File: src/rtl/edid_block_field_parser_macros.svh
// Assertion macros for the identification block parser.
// Used by the top level only; needs no other file.
`ifndef EDID_BLOCK_FIELD_PARSER_MACROS_SVH
`define EDID_BLOCK_FIELD_PARSER_MACROS_SVH

// Condition must hold at every clock edge outside reset.
`define EBFP_ASSERT_ALWAYS(label, clk, rst, cond) \
   label: assert property (@(posedge clk) disable iff (rst) (cond)) \
      else $error("ebfp: invariant violated");

// Consequent must hold in the same cycle as the antecedent.
`define EBFP_ASSERT_IMPL(label, clk, rst, ante, cons) \
   label: assert property (@(posedge clk) disable iff (rst) (ante) |-> (cons)) \
      else $error("ebfp: implication violated");

`endif

File: src/rtl/ebfp_pkg.sv
// Shared types and constants for the identification block parser.
// No dependencies; every module of the block imports it.
package ebfp_pkg;

   // block layout
   localparam int HEADER_LEN       = 8;
   localparam int DESC_START       = 54;
   localparam int DESC_SIZE        = 18;
   localparam int DESCRIPTOR_COUNT = 4;
   localparam int DESC_END         = DESC_START + DESC_SIZE * DESCRIPTOR_COUNT;
   localparam int POS_SAT          = 128;
   localparam int TEXT_LEN         = 13;
   localparam int TEXT_FIRST_OFF   = 5;
   localparam int TAG_OFF          = 3;

   // capture offsets
   localparam int POS_VENDOR_HI  = 8;
   localparam int POS_VENDOR_LO  = 9;
   localparam int POS_PRODUCT_LO = 10;
   localparam int POS_PRODUCT_HI = 11;
   localparam int POS_SERIAL_0   = 12;
   localparam int POS_SERIAL_1   = 13;
   localparam int POS_SERIAL_2   = 14;
   localparam int POS_SERIAL_3   = 15;
   localparam int POS_WEEK       = 16;
   localparam int POS_YEAR       = 17;
   localparam int POS_MAJOR      = 18;
   localparam int POS_MINOR      = 19;

   localparam logic [31:0] SERIAL_UNSET = 32'h0101_0101;
   localparam logic [11:0] YEAR_BASE    = 12'd1990;
   localparam logic [7:0]  TEXT_END     = 8'h0A;
   localparam logic [7:0]  TAG_NAME     = 8'hFC;
   localparam logic [7:0]  TAG_SERIAL   = 8'hFF;
   localparam logic [7:0]  TAG_ASCII    = 8'hFE;
   localparam logic [7:0]  HDR_FILL     = 8'hFF;
   localparam logic [7:0]  HDR_EDGE     = 8'h00;

   localparam int RSP_FIFO_DEPTH = 4;

   typedef enum logic [1:0] {
      KIND_NAME    = 2'd0,
      KIND_SERIAL  = 2'd1,
      KIND_SUMMARY = 2'd2
   } kind_type;

   typedef enum logic [1:0] {
      STATUS_OK           = 2'd0,
      STATUS_HEADER_BAD   = 2'd1,
      STATUS_CHECKSUM_BAD = 2'd2
   } status_type;

   typedef enum logic [1:0] {
      TEXT_NONE   = 2'd0,
      TEXT_NAME   = 2'd1,
      TEXT_SERIAL = 2'd2
   } text_type;

   // one accepted input byte held in the input register
   typedef struct packed {
      logic       valid;
      logic [7:0] data_byte;
      logic       last_byte;
   } ebfp_req_type;

   typedef struct packed {
      kind_type    result_kind;
      logic [11:0] year;
      logic [7:0]  week;
      logic        serial_set;
      logic [31:0] serial_number;
      logic [15:0] product_code;
      logic [14:0] vendor_id;
      logic [7:0]  version_minor;
      logic [7:0]  version_major;
      status_type  block_status;
      logic [3:0]  text_index;
      logic [7:0]  text_char;
   } rsp_item_type;

   // results of one byte: count is 0, 1 or 2; item_a goes first
   typedef struct packed {
      logic [1:0]   count;
      rsp_item_type item_a;
      rsp_item_type item_b;
   } ebfp_push_type;

endpackage

File: src/rtl/ebfp_in_stage.sv
// Input register for the parser: holds one accepted byte until the parser takes it.
// Depends on ebfp_pkg.
module ebfp_in_stage
   import ebfp_pkg::*;
(
   input  logic         clock,
   input  logic         reset,
   input  logic         req_tvalid,
   output logic         req_tready,
   input  logic [7:0]   req_tdata,
   input  logic         req_tlast,
   input  logic         take,
   output ebfp_req_type req_out
);

   logic       valid_ff, valid_in;
   logic [7:0] byte_ff, byte_in;
   logic       last_ff, last_in;

   // register is free when empty or drained this cycle
   assign req_tready = !valid_ff || take;

   always_comb begin
      valid_in = valid_ff;
      byte_in  = byte_ff;
      last_in  = last_ff;
      if (req_tready) begin
         valid_in = req_tvalid;
         byte_in  = req_tdata;
         last_in  = req_tlast;
      end
   end

   always_ff @(posedge clock) begin
      if (reset) begin
         valid_ff <= 1'b0;
      end else begin
         valid_ff <= valid_in;
      end
   end

   always_ff @(posedge clock) begin
      byte_ff <= byte_in;
      last_ff <= last_in;
   end

   assign req_out.valid     = valid_ff;
   assign req_out.data_byte = byte_ff;
   assign req_out.last_byte = last_ff;

endmodule

File: src/rtl/ebfp_parse.sv
// Per-byte parser: header check, checksum, field capture, descriptor text.
// Depends on ebfp_pkg. Produces up to two results per byte.
module ebfp_parse
   import ebfp_pkg::*;
(
   input  logic          clock,
   input  logic          reset,
   input  ebfp_req_type  req_in,
   input  logic          room,
   output logic          take,
   output ebfp_push_type push
);

   logic [7:0]  pos_ff, pos_in;
   logic [7:0]  sum_ff, sum_in;
   logic        nz_ff, nz_in;
   logic        hdr_ff, hdr_in;
   logic [15:0] vendor_ff, vendor_in;
   logic [15:0] product_ff, product_in;
   logic [31:0] serial_ff, serial_in;
   logic [7:0]  week_ff, week_in;
   logic [7:0]  yearb_ff, yearb_in;
   logic [7:0]  major_ff, major_in;
   logic [7:0]  minor_ff, minor_in;
   logic        head_zero_ff, head_zero_in;
   logic [4:0]  off_ff, off_in;
   text_type    text_ff, text_in;
   logic [3:0]  cnt_ff, cnt_in;

   logic         fire;
   logic [7:0]   b;
   logic         in_desc;
   logic         emit;
   logic         hdr_ok;
   logic         sum_ok;
   rsp_item_type chr;
   rsp_item_type summ;

   assign fire = req_in.valid && room;
   assign take = fire;
   assign b    = req_in.data_byte;
   assign in_desc = (pos_ff >= 8'(DESC_START)) && (pos_ff < 8'(DESC_END));

   // next state for one byte
   always_comb begin
      pos_in       = pos_ff;
      sum_in       = sum_ff;
      nz_in        = nz_ff;
      hdr_in       = hdr_ff;
      vendor_in    = vendor_ff;
      product_in   = product_ff;
      serial_in    = serial_ff;
      week_in      = week_ff;
      yearb_in     = yearb_ff;
      major_in     = major_ff;
      minor_in     = minor_ff;
      head_zero_in = head_zero_ff;
      off_in       = off_ff;
      text_in      = text_ff;
      cnt_in       = cnt_ff;
      emit         = 1'b0;
      if (fire) begin
         sum_in = sum_ff + b;
         nz_in  = nz_ff || (b != 8'd0);

         // header bytes and fixed-offset captures
         if (pos_ff < 8'(HEADER_LEN)) begin
            if (pos_ff == 8'd0 || pos_ff == 8'(HEADER_LEN - 1)) begin
               if (b != HDR_EDGE) hdr_in = 1'b0;
            end else begin
               if (b != HDR_FILL) hdr_in = 1'b0;
            end
         end else begin
            unique case (pos_ff)
               8'(POS_VENDOR_HI):  vendor_in[15:8]   = b;
               8'(POS_VENDOR_LO):  vendor_in[7:0]    = b;
               8'(POS_PRODUCT_LO): product_in[7:0]   = b;
               8'(POS_PRODUCT_HI): product_in[15:8]  = b;
               8'(POS_SERIAL_0):   serial_in[7:0]    = b;
               8'(POS_SERIAL_1):   serial_in[15:8]   = b;
               8'(POS_SERIAL_2):   serial_in[23:16]  = b;
               8'(POS_SERIAL_3):   serial_in[31:24]  = b;
               8'(POS_WEEK):       week_in           = b;
               8'(POS_YEAR):       yearb_in          = b;
               8'(POS_MAJOR):      major_in          = b;
               8'(POS_MINOR):      minor_in          = b;
               default: ;
            endcase
         end

         // descriptor slots
         if (in_desc) begin
            off_in = (off_ff == 5'(DESC_SIZE - 1)) ? 5'd0 : off_ff + 5'd1;
            if (off_ff == 5'd0) begin
               head_zero_in = (b == 8'd0);
               text_in      = TEXT_NONE;
               cnt_in       = 4'd0;
            end else if (off_ff < 5'(TAG_OFF)) begin
               head_zero_in = head_zero_ff && (b == 8'd0);
            end else if (off_ff == 5'(TAG_OFF)) begin
               text_in = TEXT_NONE;
               if (head_zero_ff && hdr_ff) begin
                  if (b == TAG_NAME) text_in = TEXT_NAME;
                  else if (b == TAG_SERIAL || b == TAG_ASCII) text_in = TEXT_SERIAL;
               end
            end else if (off_ff >= 5'(TEXT_FIRST_OFF) && text_ff != TEXT_NONE) begin
               if (b == TEXT_END) begin
                  text_in = TEXT_NONE;
               end else if (cnt_ff < 4'(TEXT_LEN)) begin
                  emit   = 1'b1;
                  cnt_in = cnt_ff + 4'd1;
                  if (cnt_ff + 4'd1 >= 4'(TEXT_LEN)) text_in = TEXT_NONE;
               end
            end
         end

         if (pos_ff < 8'(POS_SAT)) pos_in = pos_ff + 8'd1;
      end
   end

   // character result
   always_comb begin
      chr             = '0;
      chr.result_kind = (text_ff == TEXT_NAME) ? KIND_NAME : KIND_SERIAL;
      chr.text_char   = b;
      chr.text_index  = cnt_ff;
      chr.block_status = STATUS_OK;
   end

   // summary result, built from the state after this byte
   assign hdr_ok = hdr_in && (pos_ff >= 8'(HEADER_LEN - 1));
   assign sum_ok = nz_in && (sum_in == 8'd0);

   always_comb begin
      summ             = '0;
      summ.result_kind = KIND_SUMMARY;
      if (!hdr_ok) begin
         summ.block_status = STATUS_HEADER_BAD;
      end else begin
         summ.block_status  = sum_ok ? STATUS_OK : STATUS_CHECKSUM_BAD;
         summ.version_major = major_in;
         summ.version_minor = minor_in;
         summ.vendor_id     = vendor_in[14:0];
         summ.product_code  = product_in;
         summ.serial_number = serial_in;
         summ.serial_set    = (serial_in != 32'd0) && (serial_in != SERIAL_UNSET);
         summ.week          = week_in;
         summ.year          = 12'(yearb_in) + YEAR_BASE;
      end
   end

   // pack results, char first
   always_comb begin
      push        = '0;
      push.count  = {1'b0, emit && fire} + {1'b0, fire && req_in.last_byte};
      push.item_a = emit ? chr : summ;
      push.item_b = summ;
   end

   // state registers; the last byte returns everything to reset values
   always_ff @(posedge clock) begin
      if (reset || (fire && req_in.last_byte)) begin
         pos_ff       <= '0;
         sum_ff       <= '0;
         nz_ff        <= 1'b0;
         hdr_ff       <= 1'b1;
         vendor_ff    <= '0;
         product_ff   <= '0;
         serial_ff    <= '0;
         week_ff      <= '0;
         yearb_ff     <= '0;
         major_ff     <= '0;
         minor_ff     <= '0;
         head_zero_ff <= 1'b0;
         off_ff       <= '0;
         text_ff      <= TEXT_NONE;
         cnt_ff       <= '0;
      end else begin
         pos_ff       <= pos_in;
         sum_ff       <= sum_in;
         nz_ff        <= nz_in;
         hdr_ff       <= hdr_in;
         vendor_ff    <= vendor_in;
         product_ff   <= product_in;
         serial_ff    <= serial_in;
         week_ff      <= week_in;
         yearb_ff     <= yearb_in;
         major_ff     <= major_in;
         minor_ff     <= minor_in;
         head_zero_ff <= head_zero_in;
         off_ff       <= off_in;
         text_ff      <= text_in;
         cnt_ff       <= cnt_in;
      end
   end

endmodule

File: src/rtl/ebfp_rsp_fifo.sv
// Result queue: takes up to two results per cycle, hands out one per cycle while popped.
// Depends on ebfp_pkg.
module ebfp_rsp_fifo
   import ebfp_pkg::*;
#(
   parameter int DEPTH = RSP_FIFO_DEPTH
) (
   input  logic                         clock,
   input  logic                         reset,
   input  ebfp_push_type                push,
   input  logic                         pop,
   output rsp_item_type                 head,
   output logic [$clog2(DEPTH+1)-1:0]   fill
);

   localparam int PW = (DEPTH > 1) ? $clog2(DEPTH) : 1;
   localparam int CW = $clog2(DEPTH + 1);

   rsp_item_type     entry_ff [DEPTH];
   rsp_item_type     entry_in [DEPTH];
   logic [PW-1:0]    wr_ff, wr_in, wr_nxt, rd_ff, rd_in;
   logic [CW-1:0]    cnt_ff, cnt_in;

   function automatic logic [PW-1:0] bump(input logic [PW-1:0] p);
      return (p == PW'(DEPTH - 1)) ? '0 : p + 1'b1;
   endfunction

   assign wr_nxt = bump(wr_ff);
   assign head   = entry_ff[rd_ff];
   assign fill   = cnt_ff;

   // entry writes
   always_comb begin
      for (int i = 0; i < DEPTH; i++) begin
         entry_in[i] = entry_ff[i];
         if (push.count != 2'd0 && wr_ff == PW'(i)) entry_in[i] = push.item_a;
         if (push.count == 2'd2 && wr_nxt == PW'(i)) entry_in[i] = push.item_b;
      end
   end

   // pointers and count
   always_comb begin
      wr_in  = wr_ff;
      rd_in  = rd_ff;
      if (push.count == 2'd1) wr_in = wr_nxt;
      else if (push.count == 2'd2) wr_in = bump(wr_nxt);
      if (pop) rd_in = bump(rd_ff);
      cnt_in = cnt_ff + CW'(push.count) - CW'(pop);
   end

   always_ff @(posedge clock) begin
      if (reset) begin
         wr_ff  <= '0;
         rd_ff  <= '0;
         cnt_ff <= '0;
      end else begin
         wr_ff  <= wr_in;
         rd_ff  <= rd_in;
         cnt_ff <= cnt_in;
      end
   end

   always_ff @(posedge clock) begin
      for (int i = 0; i < DEPTH; i++) begin
         entry_ff[i] <= entry_in[i];
      end
   end

endmodule

File: src/rtl/edid_block_field_parser.sv
// Identification block parser, top level: input register, parser, result queue.
// Depends on ebfp_pkg, ebfp_in_stage, ebfp_parse, ebfp_rsp_fifo and the macro header.
//
// Usage: bytes of a display-identification block enter on the req_ stream, one
// request per byte from offset 0, with req_tlast on the final byte. Results
// leave on the rsp_ stream: one item per text character of a name or serial
// descriptor (kind in rsp_tuser), and one summary item after the last byte.
// Path: an accepted byte is held in the input register, parsed straight out of
// it when the queue has room, and its results are registered into the queue;
// with an empty queue, rsp_tvalid rises once they are written.
// Throughput: one byte per cycle. A byte gives at most two results (a char and
// the summary); the result queue of RSP_DEPTH entries drains one per cycle with
// rsp_tready high; the parser stalls only when fewer than two entries are free.
// Reset (synchronous, active high) empties the input register and queue and
// starts a new block; the state also clears after each summary.
// A stalled receiver fills the queue, the parser stops, then req_tready drops;
// nothing is lost or repeated.
module edid_block_field_parser
   import ebfp_pkg::*;
#(
   parameter int RSP_DEPTH = RSP_FIFO_DEPTH
) (
   input  logic           clock,
   input  logic           reset,
   input  logic           req_tvalid,
   output logic           req_tready,
   input  logic [7:0]     req_tdata,   // [7:0] data_byte
   input  logic           req_tlast,   // last_byte
   output logic           rsp_tvalid,
   input  logic           rsp_tready,
   // [7:0] text_char, [11:8] text_index, [13:12] block_status,
   // [21:14] version_major, [29:22] version_minor, [44:30] vendor_id,
   // [60:45] product_code, [92:61] serial_number, [93] serial_set,
   // [101:94] week, [113:102] year, [119:114] zero
   output logic [119:0]   rsp_tdata,
   output logic [1:0]     rsp_tuser    // [1:0] result_kind
);

`include "edid_block_field_parser_macros.svh"

   localparam int CW = $clog2(RSP_DEPTH + 1);

   ebfp_req_type  req_q;
   ebfp_push_type push;
   rsp_item_type  head;
   logic          take;
   logic          room;
   logic          pop;
   logic [CW-1:0] fill;
   logic          pair_ordered;

   ebfp_in_stage u_in (
      .clock      (clock),
      .reset      (reset),
      .req_tvalid (req_tvalid),
      .req_tready (req_tready),
      .req_tdata  (req_tdata),
      .req_tlast  (req_tlast),
      .take       (take),
      .req_out    (req_q)
   );

   // parser runs only when two queue entries are free
   assign room = (fill <= CW'(RSP_DEPTH - 2));

   ebfp_parse u_parse (
      .clock  (clock),
      .reset  (reset),
      .req_in (req_q),
      .room   (room),
      .take   (take),
      .push   (push)
   );

   assign pop = rsp_tvalid && rsp_tready;

   ebfp_rsp_fifo #(
      .DEPTH (RSP_DEPTH)
   ) u_fifo (
      .clock (clock),
      .reset (reset),
      .push  (push),
      .pop   (pop),
      .head  (head),
      .fill  (fill)
   );

   // result channel
   assign rsp_tvalid = (fill != '0);
   assign rsp_tuser  = head.result_kind;
   assign rsp_tdata  = {6'd0, head.year, head.week, head.serial_set, head.serial_number,
                        head.product_code, head.vendor_id, head.version_minor,
                        head.version_major, head.block_status, head.text_index,
                        head.text_char};

   // a pair is always a char followed by the summary
   assign pair_ordered = (push.item_b.result_kind == KIND_SUMMARY) &&
                         (push.item_a.result_kind != KIND_SUMMARY);

   `EBFP_ASSERT_ALWAYS(a_fill_bound, clock, reset, fill <= CW'(RSP_DEPTH))
   `EBFP_ASSERT_IMPL(a_push_room, clock, reset, push.count != 2'd0, room && req_q.valid)
   `EBFP_ASSERT_IMPL(a_pair_order, clock, reset, push.count == 2'd2, pair_ordered)

endmodule
File: config.mk
export PLATFORM = sky130hd
export DESIGN_NAME = edid_block_field_parser
export DESIGN_NICKNAME = d
export VERILOG_FILES = /design/src/rtl/ebfp_pkg.sv /design/src/rtl/ebfp_in_stage.sv /design/src/rtl/ebfp_parse.sv /design/src/rtl/ebfp_rsp_fifo.sv /design/src/rtl/edid_block_field_parser.sv
export VERILOG_INCLUDE_DIRS = /design/src /design/src/rtl
export SDC_FILE = /design/constraint.sdc
export NUM_CORES = 1
export LEC_CHECK = 0
export ABC_CLOCK_PERIOD_IN_PS = 11000
export BUFFER_PORTS_ARGS = -buffer_cell sky130_fd_sc_hd__buf_2
export CORE_UTILIZATION = 35
export DETAILED_ROUTE_END_ITERATION = 6
export GPL_ROUTABILITY_DRIVEN = 1
export PLACE_DENSITY = 0.55
export SLEW_MARGIN = 25
export SYNTH_ARGS = -nofsm -noshare
export SYNTH_HDL_FRONTEND = slang
export SYNTH_SLANG_ARGS = --single-unit
export TNS_END_PERCENT = 20
File: constraint.sdc
create_clock -name clock -period 11 [get_ports clock]
set_clock_uncertainty 0.1 [all_clocks]
set_input_delay 0 -clock clock [delete_from_list [all_inputs] [get_ports clock]]
set_output_delay 0 -clock clock [all_outputs]
set_load 0.05 [all_outputs]
==> flow_metrics.env, run 1 <==
export IMPL_min_path_cells=2
export IMPL_grt_pass1_vias=16180
export IMPL_ys_ff_latch=608
export IMPL_fillerInstances=6754
export IMPL_ant_nets=0
export IMPL_maxCapViolations=0
export IMPL_r2r_slack_ps=5730
export IMPL_clock_root_buffer="clkbuf_16"
export IMPL_detail_route_wl_per_cell_um=22.12
export IMPL_grt_pass1_wl_um=99350
export IMPL_yosys_area_share_adder_pct=1.707
export IMPL_initial_utilization_pct=35.36
export IMPL_powerDensity_nw_per_um2=201.7
export IMPL_hold_path_end="u_in.byte_ff[4]"
export IMPL_async_reset_ff_share_pct=0
export IMPL_pin_count=137
export IMPL_crit_path_start_kind="register"
export IMPL_worst_path_buf_inv=4
export IMPL_max_freq_ghz=0.1898
export IMPL_crit_family="simple AND/OR/NAND/NOR gates"
export IMPL_busiest_layer="met2"
export IMPL_syn_inst=1917
export IMPL_dp_hpwl_um=36540
export IMPL_final_nets=2077
export IMPL_synth_flop_cell="edfxtp_1"
export IMPL_h_tree_depth=3
export IMPL_io_buffers=130
export IMPL_yosysSeqAreaShare_pct=65.54
export IMPL_wirelength_um=67210
export IMPL_final_util_pct=40.72
export IMPL_synth_top_area_cell="edfxtp_1"
export IMPL_tns_ps=0
export IMPL_hp_start="req_tdata[4]"
export IMPL_max_stage_delay_ps=770
export IMPL_cts_setup_buffers=0
export IMPL_die_y_um=273.5
export IMPL_yosysWarnings=0
export IMPL_dr_first_iter_drc_count=1165
export IMPL_reg2reg_depth=10
export IMPL_drive_gt1_share_pct=19.10
export IMPL_yosys_cell_types_count=76
export IMPL_antenna_found_initial=0
export IMPL_detail_route_vias_per_cell=5.159
export IMPL_num_vias=15680
export IMPL_worst_slack_ps=5733
export IMPL_synth_most_common_cell="nor2_1"
export IMPL_cts_buffer_depth=3
export IMPL_drt_drc_violations_left=0
export IMPL_synth_area_leaders="edfxtp_1 (55%), dfxtp_1 (10%), mux4_2 (10%)"
export IMPL_final_area_um2=29710
export IMPL_placed_cell_area_um2=27440
export IMPL_cts_tree="done"
export IMPL_worstPathArrival_ps=5380
export IMPL_synthSimpleGateAreaFrac_pct=12.68
export IMPL_place_inst=2905
export IMPL_r2r_end="u_fifo.entry_ff[1][23]"
export IMPL_dr_pass1_iters=7
export IMPL_slowest_stage="buf_4"
export IMPL_worstReg2RegStart="u_in.valid_ff"
export IMPL_fp_dieW_um=273.5
export IMPL_synth_top_family_by_area="multiplexers"
export IMPL_use_met1_pct=23.36
export IMPL_gp_congestion=0.7981
export IMPL_period_share_pct=47.89
export IMPL_syn_to_final_growth_pct=15.16
export IMPL_p_leak_nw=10.15
export IMPL_hold_path_class="in2reg"
export IMPL_peakVddDrop_mv=0.1004
export IMPL_cts_num_sinks=608
export IMPL_pre_cts_slack_ps=5709
export IMPL_worstMarginPinSlew_ps=1060
export IMPL_dieArea_um2=74790
export IMPL_setup_viol=0
export IMPL_cts_clk_slew_worst_paths_ps=50
export IMPL_use_met2_pct=30.27
export IMPL_synth_xor_area_share_pct=0.6112
export IMPL_stdcell_count=3039
export IMPL_hold_viol=0
export IMPL_syn_cell_area_um2=25790
export IMPL_status="completed"
export IMPL_synth_common_cells="nor2_1 (561), edfxtp_1 (473), dfxtp_1 (135), mux4_2 (116), mux2i_1 (73)"
export IMPL_grt_max_degree=102
export IMPL_path_class="reg2reg"
export IMPL_critPathCaptureType="register"
export IMPL_cts_made_buffers=67
export IMPL_drv_slew=0
export IMPL_synth_compound_area_share_pct=3.585
export IMPL_core_area_um2=72960
export IMPL_muxShareOfSynthArea_pct=13.15
export IMPL_grt_use_total_pct=17.86
export IMPL_grt_use_met3_pct=2.798
export IMPL_cp_cell_sequence="inv_2 -> or3_1 -> nor3_2 -> nand2_1 -> inv_2 -> ha_1 -> nand2_1 -> o21ai_4 -> buf_4 -> buf_4"
export IMPL_synth_edf_count=473
export IMPL_finalCriticalPeriod_ps=5267
export IMPL_grt_remaining_overflow=0
export IMPL_avgSynthCellArea_um2=13.46
export IMPL_critPathMaxFanout=54
export IMPL_insertion_delay_ps=600
export IMPL_synth_top_area_share_pct=55.06
export IMPL_rsz0062_at_grt="false"
export IMPL_slew_headroom_pct=29.33
export IMPL_cp_required_ps=11110
export IMPL_num_rows=99
==> logic make-up (layout without fill, tap and decap cells) <==
kind of cell	after synthesis	in the layout
XOR/XNOR	18	18
buffers and inverters	159	316
AO/OA/AOI/OAI	146	146
flip-flops	608	608
multiplexers	193	193
other	1	7
AND/OR/NAND/NOR	758	758
adder cells (fa/ha/maj)	34	34
==> cell type report <==
| class | instances | area [um2] | share of cell area [%] |
|---|---|---|---|
| Multi-Input combinational cell | 1155 | 8329 | 28.04 |
| Timing Repair Buffer | 169 | 1055 | 3.551 |
| Inverter | 29 | 108.9 | 0.3664 |
| Tap cell | 959 | 1200 | 4.039 |
| Clock buffer | 99 | 1942 | 6.537 |
| Sequential cell | 608 | 16910 | 56.94 |
| Antenna cell | 1 | 2.502 | 0.008424 |
| Clock inverter | 19 | 155.1 | 0.5223 |
==> per-stage QoR <==
step / hold WS [ps] / power, mW
CTS: 1.597 / 6.062
detailed placement: 85.53 / 3.910
finish: 26.12 / 5.992
global placement: 79.01 / 3.891
floorplan: -1.131 / 3.573
global route: 21.91 / 6.197
==> metal layers <==
| metal | wire, um | vias to the layer above | share of wire [%] |
|---|---|---|---|
| li1 | - | 7191 | - |
| met4 | 1662 | 0 | 2.5 |
| met1 | 29020 | 7968 | 43 |
| met3 | 3355 | 93 | 5.0 |
| met2 | 33170 | 426 | 49 |
| met5 | 0 | - | 0 |
==> worst max path at each step <==
stage	slack, ps	from	cells past startpoint	to
6_report	5730	u_in.valid_ff	10	u_fifo.entry_ff[1][23]
5_1_grt	5340	u_in.valid_ff	10	u_fifo.entry_ff[1][23]
4_1_cts	5710	u_in.valid_ff	10	u_fifo.entry_ff[1][23]
3_5_place_dp	5710	u_in.valid_ff	10	u_fifo.entry_ff[1][30]
3_3_place_gp	5850	u_in.valid_ff	10	u_fifo.entry_ff[1][35]
2_1_floorplan	290	u_fifo.fill[1]	8	u_fifo.entry_ff[1][0]
==> cells in the final DEF (no fill, tap or decap), types with 7 or more instances in the layout <==
cell and instances:
xor2_1 8, edfxtp_1 473, o21ai_0 23, clkbuf_1 22
nor2b_1 12, or3_1 7, buf_2 130, nor3_1 18
inv_1 26, ha_1 32, a21oi_1 62, dlygate4sd3_1 14
and3_1 35, a21o_1 10, clkbuf_16 71, a211oi_1 10
nand2b_1 7, xnor2_1 10, nand2_1 47, nor4_1 11
mux2i_1 73, nand4_1 7, nor2_1 561, mux4_2 116
nand3_1 14, buf_4 20, dfxtp_1 133
==> registers in the layout, indices dropped and copies added (netlist names), 2 cells and up, named ones only <==
name and flops:
u_fifo.fill 3, u_parse.text_ff 2, u_parse.yearb_ff 8, u_parse.product_ff 16, u_parse.minor_ff 8, u_parse.off_ff 5, u_fifo.rd_ff 2, u_parse.week_ff 8
u_parse.cnt_ff 4, u_parse.sum_ff 8, u_in.byte_ff 8, u_parse.serial_ff 32, u_fifo.entry_ff 464, u_fifo.wr_ff 2, u_parse.vendor_ff 15, u_parse.major_ff 8
u_parse.pos_ff 8
==> where the power goes <==
part	internal, mW	leakage (nW)	switching, mW
Combinational	0.384	3.68	0.883
Sequential	2.51	5.45	0.0607
Clock	1.25	1.02	0.898
==> what timing repair did <==
action	4_1_cts	5_1_grt
resized for setup	0	0
hold buffers	14	0
endpoints found under the hold margin	19	0
==> worst register-to-register path, cell delays in order (launching register included) <==
cell     delay (ps)
dfxtp_1         690
inv_2           130
or3_1           520
nor3_2          710
nand2_1         280
inv_2           430
ha_1            320
nand2_1         290
o21ai_4         170
buf_4           450
buf_4           800
Power figures use the tool's default switching activity.
==> inputs of run 2 (changes only) <==
--- a/config.mk
+++ b/config.mk
@@ -6,7 +6,7 @@
 export SDC_FILE = /design/constraint.sdc
 export NUM_CORES = 1
 export LEC_CHECK = 0
-export ABC_CLOCK_PERIOD_IN_PS = 11000
+export ABC_CLOCK_PERIOD_IN_PS = 4700
 export BUFFER_PORTS_ARGS = -buffer_cell sky130_fd_sc_hd__buf_2
 export CORE_UTILIZATION = 35
 export DETAILED_ROUTE_END_ITERATION = 6
==> constraint.sdc (replaced) <==
create_clock -name clock -period 4.7 [get_ports clock]
set_clock_uncertainty 0.1 [all_clocks]
set_input_delay 0 -clock clock [delete_from_list [all_inputs] [get_ports clock]]
set_output_delay 0 -clock clock [all_outputs]
set_load 0.05 [all_outputs]
==> run 2 against run 1 <==
  * Maximum frequency is 30% higher
  * Worst setup slack worse by 5100 ps
  * Combinational power is 130% higher
  * Core utilization is 0.41 points higher
  * Die area stayed put
  * Sequential power is 130% higher
  * Cell count is 0.92% higher
  * Flip-flop and latch count stayed put
  * Critical path depth is 2 higher
  * Non-clock buffer count is 25 higher
  * Via count is 1.8% higher
  * Largest power group unchanged
==> flow_metrics.env, run 2 (synthesis gave the netlist of run 1 again) <==
export IMPL_dp_hpwl_um=38610
export IMPL_die_y_um=273.5
export IMPL_syn_to_final_growth_pct=16.32
export IMPL_worstMarginPinSlew_ps=1050
export IMPL_crit_family="simple AND/OR/NAND/NOR gates"
export IMPL_finalCriticalPeriod_ps=4053
export IMPL_cp_cell_sequence="ha_1 -> nor4b_1 -> a211oi_1 -> and2_1 -> nand2_1 -> inv_2 -> ha_1 -> nand2_1 -> nand3_1 -> nand2_4 -> buf_4 -> a211oi_1"
export IMPL_tns_ps=0
export IMPL_drv_slew=0
export IMPL_final_util_pct=41.12
export IMPL_final_common_cell="nor2_1"
export IMPL_rsz0062_at_grt="false"
export IMPL_drive_gt1_share_pct=19.83
export IMPL_dr_wl_met2_um=32990
export IMPL_seq_area_um2=16910
export IMPL_core_area_um2=72960
export IMPL_detail_route_wl_per_cell_um=21.93
export IMPL_wirelength_um=67250
export IMPL_cts_made_buffers=66
export IMPL_dr_first_iter_drc_count=1302
export IMPL_p_comb_share_pct=21.2
export IMPL_grt_pass1_vias=16540
export IMPL_path_class="reg2reg"
export IMPL_worst_path_buf_inv=2
export IMPL_antenna_cells=0
export IMPL_max_freq_ghz=0.2467
export IMPL_io_buffers=130
export IMPL_period_share_pct=86.24
export IMPL_hold_path_class="in2reg"
export IMPL_hold_slack_ps=36.35
export IMPL_cts_num_sinks=608
export IMPL_reg_top3="u_fifo.entry_ff: 464 flops, u_parse.serial_ff: 32 flops, u_parse.product_ff: 16 flops"
export IMPL_cts_tree="done"
export IMPL_switchingPower_mw=4.299
export IMPL_fp_dieW_um=273.5
export IMPL_drt_drc_violations_left=0
export IMPL_maxCapViolations=0
export IMPL_crit_path_start_kind="register"
export IMPL_max_stage_delay_ps=490
export IMPL_grt_remaining_overflow=0
export IMPL_num_rows=99
export IMPL_num_vias=15970
export IMPL_swShare_pct=30.73
export IMPL_grt_max_degree=75
export IMPL_peakVddDrop_mv=0.2562
export IMPL_p_seq_share_pct=43.0
export IMPL_setup_viol=0
export IMPL_dr_pass1_iters=7
export IMPL_gp_congestion=0.8059
export IMPL_p_int_mw=9.691
export IMPL_multi_input_area_um2=8287
export IMPL_worstPathArrival_ps=4270
export IMPL_detail_route_vias_per_cell=5.206
export IMPL_route_met3_wl_um=3314
export IMPL_critPathMaxFanout=23
export IMPL_status="completed"
export IMPL_final_nets=2101
export IMPL_p_total_mw=13.99
export IMPL_cp_depth=12
export IMPL_cts_clk_slew_worst_paths_ps=60
export IMPL_reg2reg_depth=12
export IMPL_min_path_cells=2
export IMPL_grt_pass1_wl_um=101900
export IMPL_powerDensity_nw_per_um2=466.3
export IMPL_ant_nets=0
export IMPL_wl_met1_um=29500
export IMPL_cts_buffer_depth=3
export IMPL_antenna_found_initial=0
export IMPL_h_tree_depth=3
export IMPL_critPathCaptureType="register"
export IMPL_dieArea_um2=74790
export IMPL_slowest_stage="nor4b_1"
export IMPL_pin_count=137
export IMPL_slew_headroom_pct=29.98
export IMPL_top_layer="met4"
export IMPL_hold_viol=0
export IMPL_cp_required_ps=4920
export IMPL_most_common_layout_cells="nor2_1 (561), edfxtp_1 (473), dfxtp_1 (133), buf_2 (130), mux4_2 (116)"
export IMPL_largest_register_ffs=464
export IMPL_fillerInstances=6719
export IMPL_cts_setup_buffers=0
export IMPL_clock_root_buffer="clkbuf_16"
export IMPL_grt_use_total_pct=18.08
export IMPL_insertion_delay_ps=610
export IMPL_initial_utilization_pct=35.36
export IMPL_clockPowerShare_pct=35.8
export IMPL_p_leak_nw=10.26
export IMPL_largest_register="u_fifo.entry_ff"
[run 2: layer usage]
metal	GRT usage, %	vias up
met2	30.31	445
li1	-	7248
met1	24.43	8179
met4	5.381	0
met5	0	-
met3	2.368	96
[run 2: power by group through the flow]
| stage | clock network (mW) | registers [mW] | logic (mW) |
|---|---|---|---|
| global route | 5.31 | 6.04 | 3.12 |
| CTS | 5.13 | 6.02 | 3.02 |
| finish | 5.01 | 6.02 | 2.96 |
| detailed placement | 0 | 6.14 | 3.00 |
| global placement | 0 | 6.13 | 3.00 |
| floorplan | 0 | 6.05 | 2.28 |
[run 2: timing repair]
item                                   4_1_cts  5_1_grt
hold buffers                                18        0
endpoints found under the hold margin       19        0
resized for setup                            0        0
[run 2: final timing paths]
path / to / from / slack, ps
max: u_fifo.entry_ff[3][108] / u_parse.off_ff[0] / 650
min: u_in.byte_ff[7] / req_tdata[7] / 40
max reg2reg: u_fifo.entry_ff[3][108] / u_parse.off_ff[0] / 650
min reg2reg: u_parse.sum_ff[0] / u_parse.sum_ff[0] / 380
[run 2: final cells by class]
type / instances / share of cell area [%]
clock inverter: 26 / 0.7840
tap: 959 / 3.999
multi-input combinational: 1155 / 27.62
timing repair buffer: 194 / 4.712
inverter: 29 / 0.3628
clock buffer: 96 / 6.151
sequential: 608 / 56.37
[run 2: stage by stage]
stage | instance area, um2 | instances | worst slack, ps
after CTS | 30000 | 3067 | 620.8
after floorplan | 25830 | 1922 | -710.2
final | 30000 | 3067 | 646.9
after global placement | 27740 | 2927 | 771.3
after detailed placement | 27740 | 2927 | 652.0
after global routing | 30000 | 3067 | 292.9
==> inputs of run 3 (changes only) <==
--- a/config.mk
+++ b/config.mk
@@ -8,9 +8,11 @@
 export LEC_CHECK = 0
 export ABC_CLOCK_PERIOD_IN_PS = 4700
 export BUFFER_PORTS_ARGS = -buffer_cell sky130_fd_sc_hd__buf_2
+export CORE_ASPECT_RATIO = 0.75
 export CORE_UTILIZATION = 35
 export DETAILED_ROUTE_END_ITERATION = 6
 export GPL_ROUTABILITY_DRIVEN = 1
+export HOLD_SLACK_MARGIN = 0.12
 export PLACE_DENSITY = 0.55
 export SLEW_MARGIN = 25
 export SYNTH_ARGS = -nofsm -noshare
==> run 3 against run 2 <==
  * The flow now finishes with violations (DRC)
  * Non-clock buffer count grew 5
  * Combinational power up 2%
  * Critical path depth is 1 higher
  * Largest cell class unchanged
==> flow_metrics.env, run 3 (synthesis gave the netlist of run 1 again) <==
export IMPL_status="finished, violations left"
export IMPL_failed_checks="DRC"
export IMPL_cts_tree="done"
export IMPL_p_int_mw=9.540
export IMPL_cts_buffer_depth=3
export IMPL_worstMarginPinSlew_ps=906.5
export IMPL_gp_congestion=0.7999
export IMPL_ant_nets=0
export IMPL_crit_path_start_kind="register"
export IMPL_max_freq_ghz=0.2459
export IMPL_critPathMaxFanout=36
export IMPL_antenna_found_initial=2
export IMPL_final_util_pct=41.41
export IMPL_place_inst=2922
export IMPL_insertion_delay_ps=650
export IMPL_cts_num_sinks=608
export IMPL_hold_path_class="in2reg"
export IMPL_switchingPower_mw=4.341
export IMPL_grt_max_degree=76
export IMPL_hold_viol=0
export IMPL_core_area_um2=72320
export IMPL_io_buffers=130
export IMPL_final_nets=2100
export IMPL_largest_register_ffs=464
export IMPL_cp_required_ps=4960
export IMPL_min_path_cells=5
export IMPL_tns_ps=0
export IMPL_finalCriticalPeriod_ps=4067
export IMPL_r2r_slack_ps=630
export IMPL_grt_remaining_overflow=0
export IMPL_period_share_pct=86.53
export IMPL_final_common_cell="nor2_1"
export IMPL_cts_clk_slew_worst_paths_ps=60
export IMPL_hp_start="rsp_tready"
export IMPL_critPathCaptureType="register"
export IMPL_powerDensity_nw_per_um2=463.5
export IMPL_worst_slack_ps=633.2
export IMPL_dr_first_iter_drc_count=1390
export IMPL_fillerInstances=6706
export IMPL_detail_route_vias_per_cell=5.211
export IMPL_syn_to_final_growth_pct=16.10
export IMPL_dr_pass1_iters=7
export IMPL_p_total_mw=13.88
export IMPL_grt_use_total_pct=18.49
export IMPL_wirelength_um=68820
export IMPL_drv_slew=0
export IMPL_peakVddDrop_mv=0.4015
export IMPL_drive_gt1_share_pct=19.71
export IMPL_die_y_um=237.1
export IMPL_rsz0062_at_grt="false"
export IMPL_clockPowerShare_pct=34.9
export IMPL_worstPathArrival_ps=4320
export IMPL_reg2reg_depth=13
export IMPL_slew_headroom_pct=39.50
export IMPL_p_comb_share_pct=21.8
export IMPL_detail_route_wl_per_cell_um=22.48
export IMPL_reg_top3="u_fifo.entry_ff: 464 flops, u_parse.serial_ff: 32 flops, u_parse.product_ff: 16 flops"
export IMPL_dp_hpwl_um=39530
export IMPL_r2r_end="u_fifo.entry_ff[1][47]"
export IMPL_clock_root_buffer="clkbuf_16"
export IMPL_grt_pass1_wl_um=103200
export IMPL_largest_register="u_fifo.entry_ff"
export IMPL_p_leak_nw=10.22
export IMPL_drt_drc_violations_left=6
export IMPL_cts_made_buffers=60
export IMPL_dieArea_um2=74800
export IMPL_initial_utilization_pct=35.67
export IMPL_p_seq_share_pct=43.3
export IMPL_setup_viol=0
export IMPL_stdcell_count=3062
export IMPL_grt_pass1_vias=16260
export IMPL_swShare_pct=31.28
export IMPL_pre_cts_slack_ps=662.8
export IMPL_num_rows=85
export IMPL_cts_resized_gates=0
export IMPL_h_tree_depth=2
export IMPL_maxCapViolations=0
export IMPL_num_vias=15960
export IMPL_pin_count=137
export IMPL_worstReg2RegStart="u_parse.off_ff[1]"
export IMPL_antenna_cells=0
export IMPL_most_common_layout_cells="nor2_1 (561), edfxtp_1 (473), dfxtp_1 (133), buf_2 (130), mux4_2 (116)"
export IMPL_path_class="reg2reg"
export IMPL_fp_dieW_um=315.5
[run 3: cell types whose count changed in the layout (fill, tap and decap cells not counted), sizes merged]
cell and delta:
buf -3, bufinv +1, clkbuf -9, clkinv +1
clkinvlp +2, dlygate4sd3 +8, inv -3
[run 3: cell type report]
cell class	count	area (um2)	share of cell area, %
clock inverters	27	280.3	0.9358
inverters	29	108.9	0.3635
clock buffers	87	1703	5.686
repair buffers	199	1459	4.871
multi-input cells	1155	8287	27.67
flip-flops and latches	608	16910	56.48
well taps	957	1197	3.998
[run 3: worst max-delay path by stage]
| stage | from | to | cells past startpoint |
|---|---|---|---|
| global route | u_parse.off_ff[0] | u_fifo.entry_ff[1][47] | 12 |
| CTS | u_parse.off_ff[1] | u_fifo.entry_ff[1][47] | 13 |
| floorplan | u_fifo.fill[1] | u_fifo.entry_ff[1][0] | 8 |
| detailed placement | u_parse.off_ff[1] | u_fifo.entry_ff[1][17] | 13 |
| global placement | u_parse.off_ff[1] | u_fifo.entry_ff[1][18] | 13 |
| finish | u_parse.off_ff[1] | u_fifo.entry_ff[1][47] | 13 |
[run 3: through the flow]
stage / instance area [um2] / hold WS, ps
floorplan: 25830 / -1.131
global placement: 27710 / 80.18
detailed placement: 27710 / 81.93
CTS: 29950 / 151.6
global route: 29950 / 217.1
finish: 29950 / 176.6
[run 3: power groups by stage]
stage               Combinational (mW)  Clock [mW]  Sequential (mW)
CTS                               3.07        4.97             6.02
detailed placement                3.04           0             6.13
global placement                  3.04           0             6.13
global route                      3.19        5.15             6.03
finish                            3.02        4.85             6.01
floorplan                         2.28           0             6.05
[run 3: repair_timing]
action                    in CTS  in global routing
hold endpoints to repair      19                  0
hold buffers                  26                  0
setup buffers                  0                  0
[run 3: worst max-delay path: stages, from the launching register on]
cell and delay, ps:
dfxtp_1 430, inv_1 110, ha_1 200, o31a_1 260, o32a_1 300, and2_1 240, nand2_1 170, inv_2 60
ha_1 250, nand2_1 380, nand3_1 440, nand2_4 200, buf_4 490, nor2_1 120
[run 3: metal layers]
metal,GRT usage [%],share of wire (%)
met4,5.138,2.3
met5,0,0
met2,29.37,46
met3,3.057,5.7
met1,26.10,46
